[config.mk]
export PLATFORM = sky130hd
export DESIGN_NAME = flwc_ram
export DESIGN_NICKNAME = d
export VERILOG_FILES = /design/src/rtl/flwc_ram.sv
export SDC_FILE = /design/constraint.sdc
export NUM_CORES = 1
export LEC_CHECK = 0
export BUFFER_PORTS_ARGS = -buffer_cell sky130_fd_sc_hd__buf_2
export CAP_MARGIN = 25
export CORE_ASPECT_RATIO = 1.5
export CORE_MARGIN = 4
export CORE_UTILIZATION = 62
export DETAILED_ROUTE_END_ITERATION = 10
export PLACE_DENSITY = 0.8
export REMOVE_ABC_BUFFERS = 1
export SLEW_MARGIN = 40
export SYNTH_ARGS = -nofsm -noshare
export SYNTH_HDL_FRONTEND = slang
export SYNTH_SLANG_ARGS = --single-unit
[constraint.sdc]
create_clock -name clk -period 3.1 [get_ports clk]
set_input_delay 0.62 -clock clk [delete_from_list [all_inputs] [get_ports clk]]
set_output_delay 0.62 -clock clk [all_outputs]
set_load 0.01 [all_outputs]
[src/rtl/flwc_ram.sv]
// ----------------------------------------------------------------------------
// flwc_ram
// Generic RAM: one write port, two read ports, registered read data.
// ----------------------------------------------------------------------------
module flwc_ram #(
  parameter int WIDTH = 8,
  parameter int DEPTH = 32
) (
  input  logic                     clk,
  input  logic                     we,
  input  logic [$clog2(DEPTH)-1:0] waddr,
  input  logic [WIDTH-1:0]         wdata,
  input  logic [$clog2(DEPTH)-1:0] ra0,
  input  logic [$clog2(DEPTH)-1:0] ra1,
  output logic [WIDTH-1:0]         rd0,
  output logic [WIDTH-1:0]         rd1
);

  logic [WIDTH-1:0] mem [DEPTH];

  always_ff @(posedge clk) begin
    if (we) begin
      mem[waddr] <= wdata;
    end
    rd0 <= mem[ra0];
    rd1 <= mem[ra1];
  end

endmodule

# Word level (Yosys, flattened, before mapping)

Memory sizes are Yosys's and may differ from the RTL's. A register that Yosys moved wholly into a read port is not among the register bits.
Cells that the tools add are included.

Add/subtract/negate cells: 0
Multiply operators: 0
Divide/modulo/power cells: 0
Magnitude comparators: 0
Equal/unequal tests: 0
Shift-type cells: 0
Multiplexer cells: 2
Bitwise gates (word level): 0
Reductions and logical operators: 0

Operators by type and width:

| operator         | count |
|---|---|
| 2-to-1 mux 1 bit | 2 |

Flip-flop bits (word level): 0
Bits in latches: 0
Bits in writable memories: 256
Memory bits (read-only): 0
Input bits: 25
Memories kept: 1

Memory list:

| memory | depth | bits a word | read ports | clocked after memory_dff | wr ports | RTL line | source |
|---|---|---|---|---|---|---|---|
| mem    | 32    | 8           | 2          | 2                        | 1        | 19       | `logic [WIDTH-1:0] mem [DEPTH];` |

# Logic depth before layout (Yosys ltp)

Word-level depth: 2
Gate-level depth with buffers: 5
Depth with buffers taken out: 3

# Worst setup path after synthesis

Ideal clock, no wire load.

Kind: input -> register
Start: in ra1[1]
End: reg rd1[0], read port of mem
Setup time: 0.121 ns
Data arrival time: 2.302 ns
Required time: 2.979 ns
Path slack: 0.677 ns
Stages on the path: 5
Cells stage by stage: clkbuf_1 > buf_1 > mux4_2 > mux4_2 > mux2_2

RTL lines:

| item               | RTL line | source |
|---|---|---|
| start: declaration | 14       | `input logic [$clog2(DEPTH)-1:0] ra1,` |
| end: declaration   | 16       | `output logic [WIDTH-1:0] rd1` |

==> results.ini <==
[sta]
slew_headroom=0.510
fin_crit_ns=2.15
setup_viol=0
clock_skew_ns=0.00922
tns_ns=0
tightest_slew_ns=0.736
period_share=0.695
holdWs_ns=0.591
max_freq_ghz=0.464
fin_ws_ns=0.947
rsz0062_at_grt=no
hold_violations=0
slew_violations=0

[clocking]
cts.hold.buffers_added=0
path_clk_slew_ns=0.07
clock_sinks=272
cts_tree=yes
clockBufferDepth=3
htreeDepth=1
cts_buffers=25
cts_root_buf=clkbuf_16
cts_resized=0
clkLatencyLatePin_ns=0.51
post_cts_buffers=0

[floorplan]
dieArea_um2=22000
dieHeight_um=180
die_w_um=123
start_util=0.635
core_um2=19200
io_pins=41
rows=62

[synthesis]
syn-cell-area_um2=12200
ys_seq_area_frac=0.656
synth.ff_latch_count=272
synth_compound_area_frac=0
synth_fa_ha_area_frac=0
syn_inst=532
synth_area_leaders=edfxtp_1, mux4_2, dfxtp_1
ys.warnings.count=0
yosysTopAreaCellShare=0.630
synthSimpleGateAreaFrac=0.0170
synth_xor_area_frac=0
synth_cell_types=15
synth.area.mux_share=0.310
avgSynthCellArea_um2=22.9
yosysTopAreaCell=edfxtp_1
synth_top_family_by_area=multiplexers

[grt]
grt_first_pass_wirelength_um=40900
antenna_found_initial=0
track_usage=0.253
grt_pass1_vias=6574
gr-total-overflow=0
grt_max_degree=65

[layout]
drive_gt1_frac=0.487
num_antenna_cells=0
final_common_cell=edfxtp_1
fin_area_um2=13800
post-route-util=0.715
mostFrequentLayoutCells=edfxtp_1, mux4_2, buf_2
nets=625
syn2layout_area_growth_pct=12.6

[pwr]
powerDensity_nw_per_um2=571
leakage_nw=4.37
ir_drop_uv=696

[route]
vias_per_cell=7.00
wire_per_inst_um=30.3
post-route-drc-count=0
routed_wl_um=26500
routed-via-count=6117
dr.pass1.iters=5
antenna_left=0
first_iter_violations=761

[run]
maxCapViolCount=0

[placed_design]
io_buffers=40
place.gp.congestion=0.847
place_hpwl_um=18200
place_ws_ns=0.411
dpl_cell_area_um2=12900

[critical_path]
critical_path.endpoint_type=flip-flop
r2r_slack_ns=1.28
required_ns=3.49
reg2reg_from=mem[7][5]$_DFFE_PP_
path_max_fanout=24
reg2regPathDepth=3
cp.arrival_ns=2.55
worstSetupPathType=in -> reg
worst_setup_path_start_kind=primary input
r2r_end=rd1[5]$_DFF_P_

[worst_hold_path]
hp-start=ra1[3]
hold_depth=2
worstHoldEndpoint=rd1[2]$_DFF_P_
hp-class=in -> reg

[run_status]
status=complete, no violations

cell type report:
class	count	area [µm²]
clock buffers	27	643
clock inverters	18	196
fillers	1181	5490
multi-input cells	221	3990
flip-flops and latches	272	8010
well taps	256	320
repair buffers	80	593
power breakdown:
part / leakage (nW) / switching (mW) / internal [mW]
clock network: 0.393 / 1.33 / 1.78
logic: 1.54 / 0.305 / 0.317
registers: 2.44 / 0.0329 / 4.09
total: 4.37 / 1.67 / 6.18
sequential cells by signal, summed over array words and instances, names as in the netlist:
| signal | flops |
|---|---|
| mem | 256 |
| rd1 | 8 |
| rd0 | 8 |
cells in the mapped netlist, drive strengths merged:
library cell  number
buf               32
clkbuf             7
dfxtp             16
edfxtp           256
mux2              16
mux4             160
nand2              1
nand3              2
nand3b             5
nor2              33
or3                1
or3b               3
worst max path at each step:
stage	startpoint	end	slack (ns)	depth (start not counted)
floorplan	waddr[1]	mem[0][0]$_DFFE_PP_	1.16	2
global placement	ra0[1]	rd0[6]$_DFF_P_	0.45	5
detailed placement	ra0[1]	rd0[4]$_DFF_P_	0.41	5
CTS	ra0[1]	rd0[4]$_DFF_P_	0.94	5
global route	ra0[1]	rd0[2]$_DFF_P_	0.88	5
finish	ra0[1]	rd0[6]$_DFF_P_	0.95	5
layer usage:
layer  GRT usage  wire length, µm  vias to the layer above
met2       0.450            15000                      313
li1            -                -                     2489
met1       0.330             8960                     3249
met4      0.0758              801                        0
met5           0                0                        -
met3      0.0261             1660                       66
per-stage QoR:
step / cells / power [mW]
finish: 874 / 7.85
global route: 874 / 8.10
CTS: 874 / 7.90
detailed placement: 829 / 4.82
global placement: 829 / 4.79
floorplan: 493 / 4.51
kinds of logic (layout without fill, tap and decap cells):
kind of cell,after synthesis,after routing
flip-flops,272,272
multiplexers,176,176
AND/OR/NAND/NOR,45,45
buffers and inverters,39,125
critical path, stage by stage:
cell and delay (ns):
buf_4 0.30, buf_12 0.27, mux4_2 0.54, mux4_2 0.51, mux2_2 0.27
(Power assumes the default switching activity.)
